$ cat src/vbs_ram.sv
// ----------------------------------------------------------------------------
// vbs_ram
// Generic single-write, single-read RAM with registered read data.
// ----------------------------------------------------------------------------
`default_nettype none

module vbs_ram #(
  parameter int Width = 32,
  parameter int Depth = 64
) (
  input  wire logic                                      clk_i,
  input  wire logic                                      we_i,
  input  wire logic [((Depth > 1) ? $clog2(Depth) : 1)-1:0] waddr_i,
  input  wire logic [Width-1:0]                          wdata_i,
  input  wire logic [((Depth > 1) ? $clog2(Depth) : 1)-1:0] raddr_i,
  output logic      [Width-1:0]                          rdata_o
);

  logic [Width-1:0] mem_q [Depth];

  always_ff @(posedge clk_i) begin
    if (we_i) begin
      mem_q[waddr_i] <= wdata_i;
    end
    rdata_o <= mem_q[raddr_i];
  end

endmodule

`default_nettype wire

$ cat config.mk
export PLATFORM = sky130hd
export DESIGN_NAME = vbs_ram
export DESIGN_NICKNAME = d
export VERILOG_FILES = /design/src/vbs_ram.sv
export SDC_FILE = /design/constraint.sdc
export NUM_CORES = 2
export LEC_CHECK = 0
export ABC_AREA = 1
export CAP_MARGIN = 20
export CELL_PAD_IN_SITES_DETAIL_PLACEMENT = 1
export CELL_PAD_IN_SITES_GLOBAL_PLACEMENT = 1
export CORE_MARGIN = 8
export CORE_UTILIZATION = 45
export CTS_CLUSTER_SIZE = 16
export DETAILED_ROUTE_END_ITERATION = 7
export DONT_BUFFER_PORTS = 1
export PLACE_DENSITY = 0.8
export REMOVE_ABC_BUFFERS = 1
export SYNTH_ARGS = -nofsm -noshare
export SYNTH_HDL_FRONTEND = slang
export SYNTH_SLANG_ARGS = --single-unit
$ cat constraint.sdc
create_clock -name clk_i -period 4.5 [get_ports clk_i]
set_clock_uncertainty 0.05 [all_clocks]
set_input_delay 0.45 -clock clk_i [delete_from_list [all_inputs] [get_ports clk_i]]
set_output_delay 0.45 -clock clk_i [all_outputs]
set_load 0.005 [all_outputs]
# --- Word level (Yosys, flattened, before mapping) ---
# Memories as Yosys holds them, arrays and structs flattened. A register that Yosys moved wholly into a read port is not among the register bits.
# Cells that the tools add are included.
totals:
  elab_cells: 3
  output_inout_bits: 32
  mem_bits_rw: 2048
  reg_bits: 0
  mem_count: 1
classes:
  muxes: 2
memory_table:
  columns: ["memory", "depth", "width", "read_ports", "rd_clocked_by_memory_dff", "write_ports", "line_no", "text"]
  rows:
  - ["mem_q", 64, 32, 1, 1, 1, "19", "logic [Width-1:0] mem_q [Depth];"]
ops:
  columns: ["cell", "count"]
  rows:
  - ["2-to-1 mux 1 bit", 2]

# --- Logic depth before layout (Yosys ltp) ---
depth:
  word_depth: 2
  ltp_mapped: 13
  depth_no_buf: 9

# --- Least setup slack after synthesis ---
# No wires, ideal clock.
synth_timing:
  path_type: "input -> register"
  from: "in we_i"
  to: "mem mem_q[48][0] (enable)"
  path_slack_ns: -0.130
  setup_time_ns: 0.502
  arrival_time_ns: 4.078
  cell_stages: 3
  path_cell_list: "clkbuf_1 > nand4_1 > nor4_1"
synth_via:
  elab_chain_len: 2
synth_rtl:
  columns: ["element", "line_no", "text"]
  rows:
  - ["start, declared", "12", "input wire logic we_i,"]
  - ["2-to-1 mux 1 bit", "22", "if (we_i) begin"]
  - ["2-to-1 mux 1 bit (implied by the code)", "23", "mem_q[waddr_i] <= wdata_i;"]
  - ["end, declared", "19", null]
# No other way between the ends.

==> results.ini <==
[synth]
yosysMostFrequentCell=nand2_1
synthSimpleGateAreaFrac=0.221
synthAdderAreaFrac=0
synth_enable_flop_cells=2048
synth-seq-cells=2080
synth_xor_area_frac=0
yosysSeqAreaShare=0.751
synth_top_family_by_area=simple AND/OR/NAND/NOR gates
synth_compound_area_frac=0
avgSynthCellArea_um2=12.2
yosys-top-cells-area=edfxtp_1 (74%), nand3_1 (12%), nand2_1 (10%)
synth_top_area_share=0.743
synth_area_um2=82700
synth.largest_area_cell=edfxtp_1
syn_inst=6769
yosysUniqueCellTypes=16
synthFlopType=edfxtp_1
synthTopCellsByCount=nand2_1 (2,248), edfxtp_1 (2,048), nand3_1 (1,907)
yosysWarnings=0
synthMuxAreaShare=0
synthArstFlopShare=0

[sta]
fmax_mhz=277
setup_viol=0
tightest_slew_ps=1520
rsz0062_at_grt=false
fin_crit_ps=3610
slew_violations=48
max-slew-margin-rel=-0.0150
fin_ws_ps=892
timing.final.crit_share=0.802
hold_viol_final=0
setup_tns_ps=0

[floorplanning]
initial_utilization=0.452
die-area_um2=198000
placementRows=157
die_h_um=445
core_area_um2=183000
die_w_um=445
io_pins=78

[drt]
wirelength_um=276000
drc=0
viasPerCell=6.14
dr_wl_met2_um=134000
ant_nets=0
dr.pass1.iters=8
route.met3.wl_um=24000
first_iter_violations=6938
post_drt_wl_per_cell_um=29.5
wl_met1_um=99300
topRoutingLayerUsed=met5
routed-via-count=57500

[global_routing]
antenna_found_initial=6
grt_pass1_vias=60800
grt_pass1_wl_um=400000
grt_usage=0.270
grt_max_degree=1026
grt-ovfl-total=0

[cts]
path_clk_slew_ps=60
cts-root-buf=clkbuf_16
cts_buffer_depth=3
cts_tree=done
cts.sinks=2080
cts.htree.levels=4
cts_setup_buffers=0
cts_resized=0
cts_buffers=201
clock_latency_ps=870

[cells_and_area]
drive_gt1_frac=0.0761
nets=6795
syn2layout_area_growth_pct=12.9
fin_util=0.511

[flow_run]
maxCapViolations=0

[setup_path]
r2r_slack_ps=2220
r2r-end=rdata_o[21]
critPathLaunchType=input port
worst-endpoint-arrival_ps=4340
end_kind=flip-flop
cp.required_ps=5230
path_class=in2reg
r2r_start=mem_q[63][21]
worstPathMaxFanout=229
ff2ff_path_depth=9

[power_and_ir_drop]
p_int_uw=31300
p_sw_frac=0.226
combPwrFrac=0.059
ir_drop_mv=0.392
p_leak_uw=0.0325
clkPwrFrac=0.409
power_density_nw_per_um2=433
seq_power_share=0.532
p_sw_uw=9130

[placed_design]
post-place-ws_ps=1200
numPortBuffers=0
place.gp.congestion=0.813
dp_hpwl_um=140000

[run_status]
failed_checks=max-slew violations
run_status=complete, but fails checks

[worst_hold_path]
hp-class=in2reg
holdPathEnd=rdata_o[12]
min_path_cells=4
hold_start=raddr_i[4]

worst max-delay path: stages:
cell           delay (ps)
buf_16                340
inv_16                660
buf_4                 630
nand2_1               150
nand3_1               130
nand3_1                80
nand3_1               170
nand3_1               170
nand2_1               390
nand2_1                80
dlygate4sd3_1         560
nand2_1                80
flip-flops by register name, indices dropped and copies added, names as in the netlist:
name,flops
mem_q,2048
rdata_o,32
repair_timing:
item                                   in CTS  in global routing
setup endpoints to repair                   0                  0
endpoints found under the hold margin    2109                  0
hold buffers                               79                  0
through the flow:
step	hold slack (ps)	total power, uW	instances	cell area, um2
4_1_cts	7.40	40400	9358	93300
2_1_floorplan	499	23000	6320	80500
3_3_place_gp	504	23500	8927	85600
5_1_grt	-0.980	41300	9363	93400
3_5_place_dp	504	23600	8927	85600
6_report	66.9	40500	9367	93400
how the worst max path moves through the flow:
stage,from,endpoint,slack (ps)
floorplan,raddr_i[0],rdata_o[17],-1540
CTS,raddr_i[0],rdata_o[21],1270
global placement,raddr_i[0],rdata_o[21],1190
detailed placement,raddr_i[0],rdata_o[16],1200
global route,raddr_i[0],rdata_o[21],990
finish,raddr_i[0],rdata_o[21],890
area by class of cell:
type	count	area (um2)
repair buffers	226	3010
flip-flops and latches	2080	62100
clock buffers	264	5550
inverters	12	82.6
well taps	2464	3080
fillers	18400	89500
diodes	5	12.5
clock inverters	88	749
multi-input cells	4228	18800
cells in the final DEF (no fill, tap or decap), types with 35 or more instances in the layout:
master and n:
dlygate4sd3_1 44, buf_12 35, clkbuf_1 44, buf_4 109, clkbuf_16 209, edfxtp_1 2048
nand3_1 1907, nand2_1 2248, nor2_4 56, buf_16 38, clkinv_1 35
power groups by stage:
stage / sequential (uW) / combinational [uW] / clock [uW]
floorplan: 21900 / 1140 / 0
detailed placement: 22000 / 1670 / 0
global route: 21500 / 2520 / 17200
CTS: 21600 / 2200 / 16600
global placement: 21900 / 1570 / 0
finish: 21500 / 2380 / 16500
metal layers:
layer	up-vias	global-route usage
li1	24100	-
met1	29300	0.327
met2	3239	0.449
met3	875	0.0501
met4	2	0.167
met5	-	0
logic make-up after synthesis:
logic type | after synthesis
buf+inv | 461
simple gates | 4228
flops | 2080
(Power assumes the default switching activity.)
