File: src/vbs_pkg.sv
// ----------------------------------------------------------------------------
// vbs_pkg
// Shared types, constants and helper functions for vertex bone skinning.
// ----------------------------------------------------------------------------
`default_nettype none

package vbs_pkg;

  localparam int BoneCountDef = 64;
  localparam int FracBitsDef  = 16;
  localparam int WordsPerBone = 12;
  localparam int IdW          = 6;
  localparam int WtW          = 16;
  localparam int WtAccW       = 19;
  localparam int WeightShift  = 15;
  localparam int FifoDepth    = 8;
  localparam int IdxW         = 10;
  // reciprocal of twelve, exact for word addresses 0 to 767
  localparam int RecipTwelve  = 683;
  localparam int RecipShift   = 13;

  typedef enum logic {
    CmdSkin = 1'b0,
    CmdLoad = 1'b1
  } cmd_e;

  typedef struct packed {
    logic [63:0] tex;
    logic        last;
  } meta_t;

  typedef struct packed {
    logic                     first;
    logic                     fin;
    logic signed [WtAccW-1:0] wt;
    meta_t                    meta;
  } ctl_t;

  function automatic logic [2:0] norm_mode(input logic [2:0] raw);
    logic [2:0] r;
    r = raw;
    if (raw == 3'd0) r = 3'd1;
    else if (raw > 3'd4) r = 3'd4;
    return r;
  endfunction

  function automatic logic signed [WtAccW-1:0] bone_weight(input logic [2:0] n,
                                                           input logic [1:0] k,
                                                           input logic [47:0] w);
    logic signed [WtAccW-1:0] w0, w1, w2, one, r;
    w0  = $signed({3'b000, w[15:0]});
    w1  = $signed({3'b000, w[31:16]});
    w2  = $signed({3'b000, w[47:32]});
    one = WtAccW'(32768);
    r   = one;
    case (n)
      3'd2: r = (k == 2'd0) ? one - w0 : w0;
      3'd3: begin
        case (k)
          2'd0:    r = w0;
          2'd1:    r = w1;
          default: r = one - w0 - w1;
        endcase
      end
      3'd4: begin
        case (k)
          2'd0:    r = w0;
          2'd1:    r = w1;
          2'd2:    r = w2;
          default: r = one - w0 - w1 - w2;
        endcase
      end
      default: r = one;
    endcase
    return r;
  endfunction

  function automatic logic signed [31:0] sat32(input logic signed [66:0] v);
    logic signed [31:0] r;
    if (v > 67'sd2147483647) r = 32'sh7fffffff;
    else if (v < -67'sd2147483648) r = 32'sh80000000;
    else r = v[31:0];
    return r;
  endfunction

endpackage

`default_nettype wire

File: src/vbs_fifo.sv
// ----------------------------------------------------------------------------
// vbs_fifo
// Result queue between the blend stage and the output channel.
// ----------------------------------------------------------------------------
`default_nettype none

module vbs_fifo #(
  parameter int Width = 257,
  parameter int Depth = vbs_pkg::FifoDepth
) (
  input  wire logic             clk_i,
  input  wire logic             rst_ni,
  input  wire logic             push_i,
  input  wire logic [Width-1:0] wdata_i,
  input  wire logic             pop_i,
  output logic                  valid_o,
  output logic      [Width-1:0] rdata_o
);

  localparam int PtrW = (Depth > 1) ? $clog2(Depth) : 1;
  localparam int CntW = $clog2(Depth + 1);

  logic [Width-1:0] mem_q [Depth];
  logic [PtrW-1:0]  wr_q, rd_q;
  logic [CntW-1:0]  cnt_q;
  logic             full;

  assign full    = (cnt_q == CntW'(Depth));
  assign valid_o = (cnt_q != '0);
  assign rdata_o = mem_q[rd_q];

  always_ff @(posedge clk_i) begin
    if (push_i) begin
      mem_q[wr_q] <= wdata_i;
    end
  end

  always_ff @(posedge clk_i or negedge rst_ni) begin
    if (!rst_ni) begin
      wr_q  <= '0;
      rd_q  <= '0;
      cnt_q <= '0;
    end else begin
      if (push_i) begin
        wr_q <= (wr_q == PtrW'(Depth - 1)) ? '0 : wr_q + 1'b1;
      end
      if (pop_i) begin
        rd_q <= (rd_q == PtrW'(Depth - 1)) ? '0 : rd_q + 1'b1;
      end
      cnt_q <= cnt_q + CntW'(push_i) - CntW'(pop_i);
    end
  end

  a_no_overflow: assert property (@(posedge clk_i) disable iff (!rst_ni)
    full |-> !push_i || pop_i) else $error("result queue overflow");
  a_no_underflow: assert property (@(posedge clk_i) disable iff (!rst_ni)
    pop_i |-> valid_o) else $error("result queue underflow");
  a_count_step: assert property (@(posedge clk_i) disable iff (!rst_ni)
    (push_i && !pop_i) |=> cnt_q == $past(cnt_q) + 1'b1) else $error("count slip");

endmodule

`default_nettype wire

File: config.mk
export PLATFORM = sky130hd
export DESIGN_NAME = vbs_fifo
export DESIGN_NICKNAME = d
export VERILOG_FILES = /design/src/vbs_pkg.sv /design/src/vbs_fifo.sv
export SDC_FILE = /design/constraint.sdc
export NUM_CORES = 2
export LEC_CHECK = 0
export BUFFER_PORTS_ARGS = -buffer_cell sky130_fd_sc_hd__buf_2
export CAP_MARGIN = 20
export CORE_ASPECT_RATIO = 0.9
export CORE_MARGIN = 2
export CORE_UTILIZATION = 62
export CTS_CLUSTER_SIZE = 25
export DETAILED_ROUTE_END_ITERATION = 8
export MAX_ROUTING_LAYER = met4
export PLACE_DENSITY = 0.92
export RECOVER_POWER = 25
export SYNTH_ARGS = -nofsm -noshare
export SYNTH_HDL_FRONTEND = slang
export SYNTH_SLANG_ARGS = --single-unit
File: constraint.sdc
create_clock -name clk_i -period 37.8 [get_ports clk_i]
set_clock_uncertainty 0.05 [all_clocks]
set_input_delay 11.34 -clock clk_i [delete_from_list [all_inputs] [get_ports clk_i]]
set_output_delay 11.34 -clock clk_i [all_outputs]
set_load 0.1 [all_outputs]
# Word-level counts from Yosys, hierarchy flattened
# Memory sizes are Yosys's and may differ from the RTL's.
# Index checks and enable logic that the tools add are counted.
op_classes:
  n_eq_ne: 2
  mux: 4
  n_addsub: 4
  reduce_logical: 1
op_table:
  columns: ["op", "n"]
  rows:
  - ["3-bit by 1-bit adder with 3-bit output, second input constant", 2]
  - ["3-bit == test, second input constant", 2]
  - ["3-bit 2-to-1 mux", 2]
  - ["4-bit by 1-bit adder with 4-bit output", 1]
  - ["4-bit nonzero test", 1]
  - ["4-bit by 1-bit subtractor with 4-bit output", 1]
  - ["1-bit 2-to-1 mux", 2]
word_totals:
  out_inout_bits: 258
  reg_bits: 10
  wordCells: 15
  mem_count: 1
  input_bits: 261
  ram_bits: 2056
memory_table:
  columns: ["memory", "depth", "width", "read_ports", "rd_clocked_by_memory_dff", "write_ports", "line_no", "rtl"]
  rows:
  - ["mem_q", 8, 257, 1, 0, 1, "vbs_fifo.sv:23", "logic [Width-1:0] mem_q [Depth];"]

# Logic depth before layout (Yosys ltp)
logic_depth:
  word_depth: 2
  ltp_mapped: 7
  mapped_depth_nobuf: 7

# Worst setup path before layout
# Ideal clock, no wire load.
synth_path:
  path_kind: "input -> register"
  start: "in push_i"
  end: "mem mem_q[0][0], enable pin"
  arrival_ns: 28.719
  setup_ns: 1.189
  path_slack_ns: 7.841
  cell_stages: 2
  path_buffers: 0
  path_cell_list: "nand2b_1 nor3_1"
synth_between:
  elab_chain_len: 2
synth_rtl:
  columns: ["element", "line_no", "rtl"]
  rows:
  - ["start, declared", "vbs_fifo.sv:13", "input wire logic push_i,"]
  - ["1-bit 2-to-1 mux", "vbs_fifo.sv:33", "if (push_i) begin"]
  - ["1-bit 2-to-1 mux (not written as such)", "vbs_fifo.sv:34", "mem_q[wr_q] <= wdata_i;"]
  - ["end, declared", "vbs_fifo.sv:23", null]
# Every way passes these cells.

# Worst setup path in the final report
layout_path:
  start: "reg rd_q[0]"
  end: "out rdata_o[146]"
layout_between:
  elab_chain_len: 1
layout_rtl:
  columns: ["element", "line_no", "rtl"]
  rows:
  - ["start, declared", "vbs_fifo.sv:24", "logic [PtrW-1:0] wr_q, rd_q;"]
  - ["start signal, assigned", "vbs_fifo.sv:48", "rd_q <= (rd_q == PtrW'(Depth - 1)) ? '0 : rd_q + 1'b1;"]
  - ["memory read 8 x 257 bit", null, null]
  - ["end, declared", "vbs_fifo.sv:17", "output logic [Width-1:0] rdata_o"]
# Every way passes these cells.

==> results by group <==
Status
  • Outcome: finished clean

Logic synthesis
  • Post-synth EDFFs: 2056
  • Post-synth top cells: edfxtp_1 (2056), nand2_1 (774), mux4_2 (514), clkbuf_1 (68), buf_2 (46)
  • Syn. warnings: 0
  • Mapped Cells: 3569
  • Cell area after synthesis: 77800 um2
  • Post-synth top flop: edfxtp_1
  • Yosys cell types: 23
  • Sequential element share of the synthesized area: 79.7%
  • Async SR Flop Fraction: 0.484%
  • Top-area cell type share of the netlist area: 79.4%
  • Post-Syn Nets: 3840
  • Area leader, netlist: edfxtp_1
  • Most common cell in the synthesized netlist: edfxtp_1
  • Average size of a mapped cell: 21.8 um2
  • Area contributors post-synth: edfxtp_1 (79%), mux4_2 (15%), nand2_1 (3.7%)
  • #FFs+latches synth: 2066

GRT
  • Largest net degree at the start of global routing: 164
  • Initial antenna violation count: 47
  • Total track usage: 30.1%
  • First-pass GRT wire length: 271 mm
  • GRT overflow: 0
  • Vias in the first global route: 40500

Placed design
  • Count of input and output buffers: 518
  • DP HPWL: 95.4 mm
  • Placer Congestion: 0.785

Setup path
  • CP Data Required Time: 26410 ps
  • Crit path from: rd_q[0]
  • Worst setup path end: rdata_o[146]
  • Worst r2r dst: mem_q[3][149]
  • Crit path max fanout: 117
  • Setup crit start kind: flip-flop
  • R2R Setup Slk: 33170 ps
  • Worst r2r src: wr_q[2]
  • Critical path class: flip-flop to primary output
  • Crit path capture type: primary output
  • Crit path DAT: 5680 ps
  • Worst reg-to-reg path cell count: 5

Floorplan
  • Row Count: 123
  • Core area: 125000 um2
  • Horiz. Die Dim: 377 um
  • Ports: 519
  • Full die area: 128000 um2
  • Initial core utilization: 62.3%
  • Die span in y: 340 um

CTS
  • Worst-path clk slew: 70 ps
  • H-tree levels: 4
  • CTS buffer count: 188
  • CTS sink cnt: 2066
  • Clk Latency, worst-skew pair: 840 ps
  • Root Driver: clkbuf_16
  • CTS tree: done
  • Hold-fix buffers, CTS: 0
  • Postcts setup bufs: 0
  • Clock Tree Buf Depth: 3
  • Post-cts resize count: 0

Final layout
  • Post-layout util: 70.6%
  • # fillers: 6714
  • Layout cell share with drive strength beyond 1: 27.6%
  • Area growth, synth to finish: 13.3%
  • Nets: 4435

Timing
  • Fmax: 0.0586 GHz
  • Period minus WS final: 17070 ps
  • Final-report hold violation count: 0
  • Setup violators final: 0
  • Least-Margin Pin Slew: 1180 ps
  • RSZ-0062 raised after global routing: false
  • Relative slew margins: 21.5%
  • Max Transition Viols Final: 0
  • Final TNS setup: 0 ps
  • Tcrit/Tclk final: 45.2%

Route
  • Vias/cell: 6.41
  • Routed Antenna Nets: 0
  • Drt initial violations: 4840
  • Total number of vias: 38900
  • WL/cell: 31.0 um
  • DRT Pass-1 Iters: 5
  • Drc violations: 0
  • Routed Wire Length: 188 mm

Hold path
  • Hold path startpoint: wr_q[2]
  • Hold crit path type: flip-flop to flip-flop

Flow run
  • Max cap viols: 0
worst min path at each step:
stage | cells after the start | endpoint
6_report | 1 | wr_q[2]
5_1_grt | 1 | wr_q[2]
4_1_cts | 1 | wr_q[2]
3_5_place_dp | 1 | wr_q[2]
3_3_place_gp | 1 | wr_q[2]
2_1_floorplan | 1 | wr_q[2]
cell usage in the layout, fill, tap and decap left out, types with 3 or more instances in the layout:
master	synthesis	routed
inv_6	0	6
mux2_2	4	4
mux4_2	514	514
clkbuf_16	0	189
dfrtp_1	10	7
ha_1	9	9
clkinv_16	0	6
diode_2	0	59
clkbuf_1	68	225
clkinv_1	1	39
clkinv_2	0	32
clkinvlp_4	0	5
bufinv_16	0	15
dfrtp_4	0	3
nand2_1	774	774
inv_1	7	7
buf_2	46	342
buf_4	24	51
clkbuf_8	0	5
nor2_4	0	6
edfxtp_1	2056	2056
buf_12	0	8
cell families (layout without fill, tap and decap cells):
group           after synthesis  in the layout  share of synthesized area, %
flops                      2066           2066                          79.7
other cells                   0             59                             0
fa+ha+maj                    10             10                         0.170
simple gates                789            789                          3.83
mux                         518            518                          14.9
buf+inv                     180            936                          1.33
xor+xnor                      2              2                        0.0225
compound gates                4              4                        0.0289
per-layer routing:
metal	up-vias	track usage, %	part of all wire, %
met2	2572	50.1	53
li1	15700	-	-
met4	0	11.1	3.6
met3	439	7.30	10
met1	20200	36.2	33
met5	-	-	0
worst max-delay path, stage by stage (launching register included):
cell and delay (ps):
dfrtp_4 1070, buf_12 760, buf_12 730, buf_4 840, mux4_2 600, nand2_1 100
nand2_1 100, buf_2 310
state kept, by name (all words and copies together) (netlist names):
name	cells
mem_q	2056
cnt_q	4
rd_q	3
wr_q	3
per-stage QoR:
step	instances	hold WS [ps]	area, um2	setup slack, ps
after floorplan	3569	474	77800	7840
after global placement	5659	494	82100	21500
after detailed placement	5660	522	82100	21470
after CTS	6011	573	88200	20570
after global routing	6056	596	88100	20180
final	6071	592	88100	20730
cell type report:
cell class              count  area (um2)  area share, %
well taps                1687        2110           2.40
flip-flops and latches   2066       62000           70.4
clock buffers             243        4980           5.65
repair buffers            577        2920           3.31
multi-input cells        1323       14800           16.8
diodes                     59         148          0.168
inverters                   8        37.5         0.0426
clock inverters           108        1100           1.25
Power is not shown: default switching activity piles up to over one toggle a cycle in this logic, so the estimate is an artifact.
